--- src/rtl/core/edb_pkg.sv ---
// Types, constants and register codes of the encoder detent and button block.
`default_nettype none

package edb_pkg;

  localparam int unsigned TIME_BITS    = 48;
  localparam int unsigned COUNT_W      = 32;
  // The detent size must be a power of two; it is set by its shift.
  localparam int unsigned DETENT_SHIFT = 2;
  localparam int unsigned COUNTS_PER_DETENT = 1 << DETENT_SHIFT;
  localparam int unsigned REM_W        = DETENT_SHIFT + 1;
  localparam int unsigned SUM_W        = COUNT_W + 2;
  localparam int unsigned STEPS_W      = 30;
  localparam logic [STEPS_W-1:0] STEPS_MAX = {STEPS_W{1'b1}};

  localparam int unsigned DEB_MS_W     = 10;
  localparam int unsigned LONG_MS_W    = 16;
  localparam int unsigned DEB_US_W     = 20;
  localparam int unsigned THR_US_W     = 26;
  localparam int unsigned US_PER_MS    = 1000;
  localparam int unsigned DEFAULT_LONG_PRESS_MS = 800;
  localparam int unsigned DEFAULT_DEBOUNCE_MS   = 25;

  localparam int unsigned ADDR_W       = 5;
  localparam int unsigned DATA_W       = 32;

  // Register indexes, taken from paddr[4:2].
  localparam logic [2:0] REG_INVERT     = 3'd0;
  localparam logic [2:0] REG_ACTIVE_LOW = 3'd1;
  localparam logic [2:0] REG_SW_EN      = 3'd2;
  localparam logic [2:0] REG_DEBOUNCE   = 3'd3;
  localparam logic [2:0] REG_LONG_PRESS = 3'd4;

  typedef enum logic [1:0] {
    EV_CW    = 2'd0,
    EV_CCW   = 2'd1,
    EV_SHORT = 2'd2,
    EV_LONG  = 2'd3
  } event_kind_e;

  typedef struct packed {
    logic                invert;
    logic                active_low;
    logic                sw_en;
    logic [DEB_US_W-1:0] deb_us;
    logic [THR_US_W-1:0] thr_us;
  } edb_cfg_t;

  typedef struct packed {
    logic signed [COUNT_W-1:0] counter_value;
    logic                      counter_valid;
    logic                      switch_level;
    logic [TIME_BITS-1:0]      time_us;
  } edb_item_t;

  typedef struct packed {
    logic               rot_v;
    event_kind_e        rot_kind;
    logic [STEPS_W-1:0] rot_steps;
    logic               press_v;
    event_kind_e        press_kind;
    logic               switch_down;
  } edb_res_t;

endpackage

`default_nettype wire

--- src/rtl/core/edb_core.sv ---
// Per-item detent conversion and switch debounce, with the tracking state.
`default_nettype none

module edb_core
  import edb_pkg::*;
(
  input  wire logic      clk_i,
  input  wire logic      rst_ni,
  input  wire logic      fire_i,
  input  edb_item_t      item_i,
  input  edb_cfg_t       cfg_i,
  output edb_res_t       res_o
);

  logic [COUNT_W-1:0]   prev_q, prev_d;
  logic [REM_W-1:0]     rem_q, rem_d;
  logic                 stable_q, stable_d;
  logic                 raw_prev_q, raw_prev_d;
  logic [TIME_BITS-1:0] raw_change_q, raw_change_d;
  logic [TIME_BITS-1:0] press_start_q, press_start_d;
  logic                 fired_q, fired_d;

  logic [COUNT_W-1:0]      delta;
  logic signed [COUNT_W:0] dv;
  logic signed [SUM_W-1:0] sum_s;
  logic signed [SUM_W-1:0] sum_adj;
  logic signed [SUM_W-1:0] det;
  logic signed [SUM_W-1:0] rem_full;
  logic [SUM_W-1:0]        mag;
  logic                    rot_fire;

  logic                 press_now;
  logic                 raw_changed;
  logic [TIME_BITS-1:0] since_change;
  logic [TIME_BITS-1:0] since_press;
  logic                 deb_ok;
  logic                 short_ev;
  logic                 long_ev;

  // Rotation: wrapping delta, optional negation, truncating division.
  always_comb begin
    delta    = item_i.counter_value - prev_q;
    dv       = $signed({delta[COUNT_W-1], delta});
    if (cfg_i.invert) begin
      dv = -dv;
    end
    sum_s    = $signed({{(SUM_W-REM_W){rem_q[REM_W-1]}}, rem_q})
             + $signed({dv[COUNT_W], dv});
    // Bias negative sums so the arithmetic shift truncates toward zero.
    sum_adj  = sum_s[SUM_W-1] ? sum_s + $signed(SUM_W'(COUNTS_PER_DETENT - 1)) : sum_s;
    det      = sum_adj >>> DETENT_SHIFT;
    rem_full = sum_s - (det <<< DETENT_SHIFT);
    mag      = det[SUM_W-1] ? SUM_W'(-det) : SUM_W'(det);
    rot_fire = item_i.counter_valid && (delta != '0) && (det != '0);
  end

  // Switch debounce and press detection.
  always_comb begin
    press_now    = cfg_i.active_low ? !item_i.switch_level : item_i.switch_level;
    raw_changed  = press_now != raw_prev_q;
    since_change = item_i.time_us - raw_change_q;
    since_press  = item_i.time_us - press_start_q;
    deb_ok       = cfg_i.sw_en && !raw_changed && (press_now != stable_q) &&
                   (since_change >= TIME_BITS'(cfg_i.deb_us));
    short_ev     = deb_ok && !press_now && !fired_q;
    // A press accepted by this item starts at this time, so it cannot fire yet.
    long_ev      = cfg_i.sw_en && stable_q && !deb_ok && !fired_q &&
                   (since_press >= TIME_BITS'(cfg_i.thr_us));
  end

  always_comb begin
    prev_d        = prev_q;
    rem_d         = rem_q;
    stable_d      = stable_q;
    raw_prev_d    = raw_prev_q;
    raw_change_d  = raw_change_q;
    press_start_d = press_start_q;
    fired_d       = fired_q;

    if (item_i.counter_valid) begin
      prev_d = item_i.counter_value;
      if (delta != '0) begin
        rem_d = rem_full[REM_W-1:0];
      end
    end

    if (cfg_i.sw_en) begin
      if (raw_changed) begin
        raw_prev_d   = press_now;
        raw_change_d = item_i.time_us;
      end
      if (deb_ok) begin
        stable_d = press_now;
        if (press_now) begin
          press_start_d = item_i.time_us;
          fired_d       = 1'b0;
        end
      end
      if (long_ev) begin
        fired_d = 1'b1;
      end
    end
  end

  always_comb begin
    res_o.rot_v       = rot_fire;
    res_o.rot_kind    = det[SUM_W-1] ? EV_CCW : EV_CW;
    res_o.rot_steps   = (mag > SUM_W'(STEPS_MAX)) ? STEPS_MAX : mag[STEPS_W-1:0];
    res_o.press_v     = short_ev || long_ev;
    res_o.press_kind  = long_ev ? EV_LONG : EV_SHORT;
    res_o.switch_down = stable_d;
  end

  always_ff @(posedge clk_i or negedge rst_ni) begin
    if (!rst_ni) begin
      prev_q        <= '0;
      rem_q         <= '0;
      stable_q      <= 1'b0;
      raw_prev_q    <= 1'b0;
      raw_change_q  <= '0;
      press_start_q <= '0;
      fired_q       <= 1'b0;
    end else if (fire_i) begin
      prev_q        <= prev_d;
      rem_q         <= rem_d;
      stable_q      <= stable_d;
      raw_prev_q    <= raw_prev_d;
      raw_change_q  <= raw_change_d;
      press_start_q <= press_start_d;
      fired_q       <= fired_d;
    end
  end

endmodule

`default_nettype wire

--- src/rtl/core/encoder_detent_and_button_press.sv ---
// An accepted item waits in the input register; once the result buffer is free, its results
// are registered there and offered, a rotation result first and then a press result.
// Throughput: one item per cycle while each item gives at most one result and the receiver
// is ready; an item with two results holds the one-item result buffer until both are taken.
// Reset clears the tracking state, the stream valids and loads the register defaults.
`default_nettype none

module encoder_detent_and_button_press
  import edb_pkg::*;
(
  input  wire logic              clk_i,
  input  wire logic              rst_ni,
  // Input stream.
  input  wire logic              s_axis_tvalid_i,
  output      logic              s_axis_tready_o,
  // tdata: counter_value [31:0], switch_level [32], time_us [80:33], zero [87:81].
  input  wire logic [87:0]       s_axis_tdata_i,
  // tuser: counter_valid [0].
  input  wire logic [0:0]        s_axis_tuser_i,
  // Result stream.
  output      logic              m_axis_tvalid_o,
  input  wire logic              m_axis_tready_i,
  // tdata: steps [29:0], switch_down [30], zero [31].
  output      logic [31:0]       m_axis_tdata_o,
  // tuser: event_kind [1:0].
  output      logic [1:0]        m_axis_tuser_o,
  output      logic              m_axis_tlast_o,
  // Configuration port.
  input  wire logic              psel_i,
  input  wire logic              penable_i,
  input  wire logic              pwrite_i,
  input  wire logic [ADDR_W-1:0] paddr_i,
  input  wire logic [DATA_W-1:0] pwdata_i,
  output      logic [DATA_W-1:0] prdata_o,
  output      logic              pready_o
);

  // Configuration registers, with the time thresholds kept in milliseconds for readback and in microseconds.
  logic                 invert_q, active_low_q, sw_en_q;
  logic [DEB_MS_W-1:0]  deb_ms_q;
  logic [LONG_MS_W-1:0] long_ms_q;
  logic [DEB_US_W-1:0]  deb_us_q;
  logic [THR_US_W-1:0]  thr_us_q;
  logic                 cfg_wr;
  edb_cfg_t             cfg;

  assign pready_o = 1'b1;
  assign cfg_wr   = psel_i && penable_i && pwrite_i && pready_o;

  always_ff @(posedge clk_i or negedge rst_ni) begin
    if (!rst_ni) begin
      invert_q     <= 1'b0;
      active_low_q <= 1'b1;
      sw_en_q      <= 1'b1;
      deb_ms_q     <= DEB_MS_W'(DEFAULT_DEBOUNCE_MS);
      long_ms_q    <= '0;
      deb_us_q     <= DEB_US_W'(DEFAULT_DEBOUNCE_MS * US_PER_MS);
      thr_us_q     <= THR_US_W'(DEFAULT_LONG_PRESS_MS * US_PER_MS);
    end else if (cfg_wr) begin
      unique case (paddr_i[4:2])
        REG_INVERT:     invert_q     <= pwdata_i[0];
        REG_ACTIVE_LOW: active_low_q <= pwdata_i[0];
        REG_SW_EN:      sw_en_q      <= pwdata_i[0];
        REG_DEBOUNCE: begin
          deb_ms_q <= pwdata_i[DEB_MS_W-1:0];
          deb_us_q <= DEB_US_W'(pwdata_i[DEB_MS_W-1:0] * US_PER_MS);
        end
        REG_LONG_PRESS: begin
          long_ms_q <= pwdata_i[LONG_MS_W-1:0];
          if (pwdata_i[LONG_MS_W-1:0] == '0) begin
            thr_us_q <= THR_US_W'(DEFAULT_LONG_PRESS_MS * US_PER_MS);
          end else begin
            thr_us_q <= THR_US_W'(pwdata_i[LONG_MS_W-1:0] * US_PER_MS);
          end
        end
        default: ;
      endcase
    end
  end

  always_comb begin
    unique case (paddr_i[4:2])
      REG_INVERT:     prdata_o = DATA_W'(invert_q);
      REG_ACTIVE_LOW: prdata_o = DATA_W'(active_low_q);
      REG_SW_EN:      prdata_o = DATA_W'(sw_en_q);
      REG_DEBOUNCE:   prdata_o = DATA_W'(deb_ms_q);
      REG_LONG_PRESS: prdata_o = DATA_W'(long_ms_q);
      default:        prdata_o = '0;
    endcase
  end

  assign cfg.invert     = invert_q;
  assign cfg.active_low = active_low_q;
  assign cfg.sw_en      = sw_en_q;
  assign cfg.deb_us     = deb_us_q;
  assign cfg.thr_us     = thr_us_q;

  // Input register.
  logic      in_v_q;
  edb_item_t in_q;
  logic      fire;
  logic      buf_free;
  logic      out_hs;
  edb_res_t  res;

  // Result buffer: a rotation entry shown first, then a press entry.
  logic               rot_v_q, press_v_q;
  logic [STEPS_W-1:0] rot_steps_q;
  event_kind_e        rot_kind_q, press_kind_q;
  logic               sw_down_q;

  assign out_hs   = m_axis_tvalid_o && m_axis_tready_i;
  assign buf_free = !(rot_v_q || press_v_q) || (out_hs && (rot_v_q ^ press_v_q));
  assign fire     = in_v_q && buf_free;
  assign s_axis_tready_o = !in_v_q || fire;

  always_ff @(posedge clk_i or negedge rst_ni) begin
    if (!rst_ni) begin
      in_v_q <= 1'b0;
    end else if (s_axis_tready_o) begin
      in_v_q <= s_axis_tvalid_i;
    end
  end

  always_ff @(posedge clk_i) begin
    if (s_axis_tready_o && s_axis_tvalid_i) begin
      in_q.counter_value <= $signed(s_axis_tdata_i[31:0]);
      in_q.counter_valid <= s_axis_tuser_i[0];
      in_q.switch_level  <= s_axis_tdata_i[32];
      in_q.time_us       <= s_axis_tdata_i[80:33];
    end
  end

  edb_core u_core (
    .clk_i  (clk_i),
    .rst_ni (rst_ni),
    .fire_i (fire),
    .item_i (in_q),
    .cfg_i  (cfg),
    .res_o  (res)
  );

  always_ff @(posedge clk_i or negedge rst_ni) begin
    if (!rst_ni) begin
      rot_v_q   <= 1'b0;
      press_v_q <= 1'b0;
    end else if (fire) begin
      rot_v_q   <= res.rot_v;
      press_v_q <= res.press_v;
    end else if (out_hs) begin
      if (rot_v_q) begin
        rot_v_q <= 1'b0;
      end else begin
        press_v_q <= 1'b0;
      end
    end
  end

  always_ff @(posedge clk_i) begin
    if (fire) begin
      rot_steps_q  <= res.rot_steps;
      rot_kind_q   <= res.rot_kind;
      press_kind_q <= res.press_kind;
      sw_down_q    <= res.switch_down;
    end
  end

  always_comb begin
    m_axis_tvalid_o = rot_v_q || press_v_q;
    m_axis_tlast_o  = !(rot_v_q && press_v_q);
    if (rot_v_q) begin
      m_axis_tuser_o = rot_kind_q;
      m_axis_tdata_o = {1'b0, sw_down_q, rot_steps_q};
    end else begin
      m_axis_tuser_o = press_kind_q;
      m_axis_tdata_o = {1'b0, sw_down_q, STEPS_W'(1)};
    end
  end

endmodule

`default_nettype wire

--- config.mk ---
export PLATFORM = sky130hd
export DESIGN_NAME = encoder_detent_and_button_press
export DESIGN_NICKNAME = d
export VERILOG_FILES = /design/src/rtl/core/edb_pkg.sv /design/src/rtl/core/edb_core.sv /design/src/rtl/core/encoder_detent_and_button_press.sv
export SDC_FILE = /design/constraint.sdc
export NUM_CORES = 1
export LEC_CHECK = 0
export ABC_AREA = 1
export BUFFER_PORTS_ARGS = -buffer_cell sky130_fd_sc_hd__buf_4
export CAP_MARGIN = 20
export CORE_ASPECT_RATIO = 1.2
export CORE_MARGIN = 1
export CORE_UTILIZATION = 49
export DETAILED_ROUTE_END_ITERATION = 10
export PLACE_DENSITY = 0.71
export REMOVE_ABC_BUFFERS = 1
export SYNTH_ARGS = -nofsm -noshare
export SYNTH_HDL_FRONTEND = slang
export SYNTH_SLANG_ARGS = --single-unit
--- constraint.sdc ---
create_clock -name clk_i -period 9.1 [get_ports clk_i]
set_input_delay 0.91 -clock clk_i [delete_from_list [all_inputs] [get_ports clk_i]]
set_output_delay 0.91 -clock clk_i [all_outputs]
set_load 0.1 [all_outputs]
==> results by group <==
Worst setup path
  • Slowest CP cell: inv_2
  • WP depth: 43
  • Critical Path End Type: register
  • CP peak stage delay: 0.51 ns
  • Crit path kind: reg2reg
  • Crit Reg-Reg Startpoint: in_q[50]
  • Setup crit end: rot_steps_q[0]
  • Worst endpoint required time: 9.37 ns
  • Worst Reg-to-Reg Cells: 43
  • Crit Path Max Fanout: 30
  • Crit-path leading delay family: simple AND/OR/NAND/NOR gates
  • Worst endpoint data arrival time: 7.88 ns
  • Worst path buffer plus inverter count: 9
  • Most used cell, CP: nand2_1
  • R2r setup slk: 1.49 ns
  • Setup crit start kind: register
  • Worst r2r dst: rot_steps_q[0]
  • Critical Path Source: in_q[50]

Timing
  • Final Slew Violations: 0
  • Slew HR: 33.4%
  • Post-route minimum period: 7.61 ns
  • Final setup TNS: 0 ns
  • Clock skew: 0.0348 ns
  • Final worst path period share: 83.7%
  • RSZ-0062 raised after global routing: no
  • Worst-Margin Slew: 0.998 ns
  • Final Setup Violations: 0
  • Highest clock rate: 0.131 GHz
  • Fin. Hold Viols: 0

Detailed routing
  • Total Wirelength: 85100 um
  • # DRC: 0
  • DRT Pass-1 Iters: 6
  • Initial DRC Count: 1552
  • Vias: 28600
  • Routed Antenna Nets: 0
  • WL/cell: 15.4 um
  • Vias per cell: 5.17

Place
  • Port-buffer cells: 159
  • Post-DP HPWL: 69100 um
  • Final GP Congestion: 0.973

Floorplan
  • Row cnt: 100
  • Die footprint: 64200 um2
  • Die X: 231 um
  • Die Y: 277 um
  • Core box area: 62200 um2
  • Io pins: 203
  • Initial Util: 49.8%

Final layout
  • Area growth, synth to finish: 11.0%
  • Final #Nets: 5157
  • N_diodes: 0
  • Area of the multi-input gates: 18800 um2
  • Share of cells above drive strength 1: 8.47%
  • FF/Latch Area: 8580 um2
  • Fillers: 6193

Global routing
  • Largest net degree at the start of global routing: 104
  • Initial antenna violation count: 1
  • Overflow after GRT: 0
  • Vias in the first global route: 28000
  • GRT Total Usage: 26.9%
  • First-pass GRT wire length: 139000 um

CTS
  • CTS Buffer Depth: 3
  • Clk Latency, worst-skew pair: 0.58 ns
  • Root Buffer: clkbuf_16
  • Clock slew at reported path FFs: 0.06 ns
  • TritonCTS clock tree: done
  • Sink Count: 319
  • Post-CTS Hold Fix Bufs: 0
  • CTS Buf Count: 38
  • Post-CTS setup buffers: 0
  • Cts repair resizes: 0
  • Htree depth: 2

Synthesis
  • Syn Inst Count: 4524
  • Yosys reg bits: 319
  • Share of the synthesized area in the top cell type: 15.2%
  • Synth top area cells: dfrtp_1, nand2_1, ha_1, edfxtp_1, inv_1
  • Count leader, synth: nand2_1
  • Synthesized area: 30900 um2
  • Area leader, netlist: dfrtp_1
  • Avg Inst Size Synth: 6.84 um2
  • Commonest cells post-synth: nand2_1, inv_1, nor2_1, o21ai_0, ha_1
  • Synth async-reset ratio: 63.9%
  • EDFF count, synth: 115
  • Unique masters post-synth: 58
  • Sequential fraction of the synthesis area: 27.7%
  • Synth warn: 0
  • Top_reg_cell synth: dfrtp_1

Worst hold path
  • Tightest Hold Check Type: in2async

Outcome
  • Status: completed

Run
  • Max cap viols: 0
[worst register-to-register path, delay by kind of cell (launching register included)]
| family | cells | cell delay (ns) |
|---|---|---|
| AND/OR/NAND/NOR | 25 | 3.94 |
| adder cells (fa/ha/maj) | 5 | 1.30 |
| buffers and inverters | 9 | 1.11 |
| AO/OA/AOI/OAI | 3 | 0.38 |
| flip-flops | 1 | 0.36 |
| XOR/XNOR | 1 | 0.21 |
[state kept, by name (all words and copies together), names as in the netlist, 3 cells and up]
register,cells
u_core.raw_change_q,48
u_core.rem_q,3
rot_steps_q,30
u_core.press_start_q,48
long_ms_q,16
thr_us_q,23
in_q,82
deb_ms_q,10
u_core.prev_q,32
deb_us_q,15
[worst min path at each step]
stage | to | slack (ns) | cells after the start
after CTS | u_core.prev_q[11] | 0.38 | 1
after global placement | u_core.fired_q | 0.46 | 2
after floorplan | long_ms_q[0] | 0.44 | 2
after global routing | u_core.prev_q[10] | 0.42 | 1
after detailed placement | u_core.fired_q | 0.47 | 2
final | u_core.prev_q[10] | 0.37 | 1
[cells in the final DEF (no fill, tap or decap), types with 13 or more instances in the layout]
cell type and count:
a21o_1 13, a21oi_1 220, a31oi_1 30, buf_4 168, clkbuf_16 39, conb_1 18
dfrtp_1 188, dfstp_2 16, edfxtp_1 115, fa_1 61, ha_1 282, inv_1 842
inv_2 20, nand2_1 1196, nand2_2 65, nand3_1 226, nand3_2 15, nand4_1 58
nor2_1 399, nor2_2 16, nor2_4 15, nor3_1 41, nor4_1 14, o21ai_0 337
o21bai_1 19, o22ai_1 13, xnor2_1 42, xor2_1 121
[metal layers]
layer	vias to the layer above	GRT usage (%)	part of all wire (%)
met2	604	50.2	51
met5	-	0	0
met3	195	2.64	3.4
li1	14700	-	-
met1	13100	30.6	41
met4	0	11.8	4.6
[area by class of cell]
class / count / share of cell area, %
clock buffers: 53 / 3.11
well taps: 816 / 2.97
repair buffers: 171 / 3.79
inverters: 867 / 9.48
multi-input cells: 3284 / 54.8
clock inverters: 17 / 0.921
flip-flops and latches: 319 / 25.0
[metrics by stage]
step                hold WS, ns  area, um2  cells  worst slack, ns  utilization (%)
CTS                       0.382      34300   5525             1.49             55.2
global placement          0.460      32900   5455             1.64             53.0
finish                    0.367      34400   5527             1.49             55.3
global route              0.415      34400   5527            0.654             55.3
floorplan                 0.443      30600   4470             2.90                -
detailed placement        0.467      32900   5455             1.55             53.0
[kinds of logic after synthesis]
logic type      Yosys count  share of synthesized area [%]
simple gates           2080                           28.6
flops                   319                           27.7
fa+ha+maj               343                           15.3
compound gates          677                           11.7
other cells               2                         0.0243
mux                       2                         0.0728
xor+xnor                164                           4.67
buf+inv                 937                           11.8
Power is not shown: default switching activity piles up to over one toggle a cycle in this logic, so the estimate is an artifact.
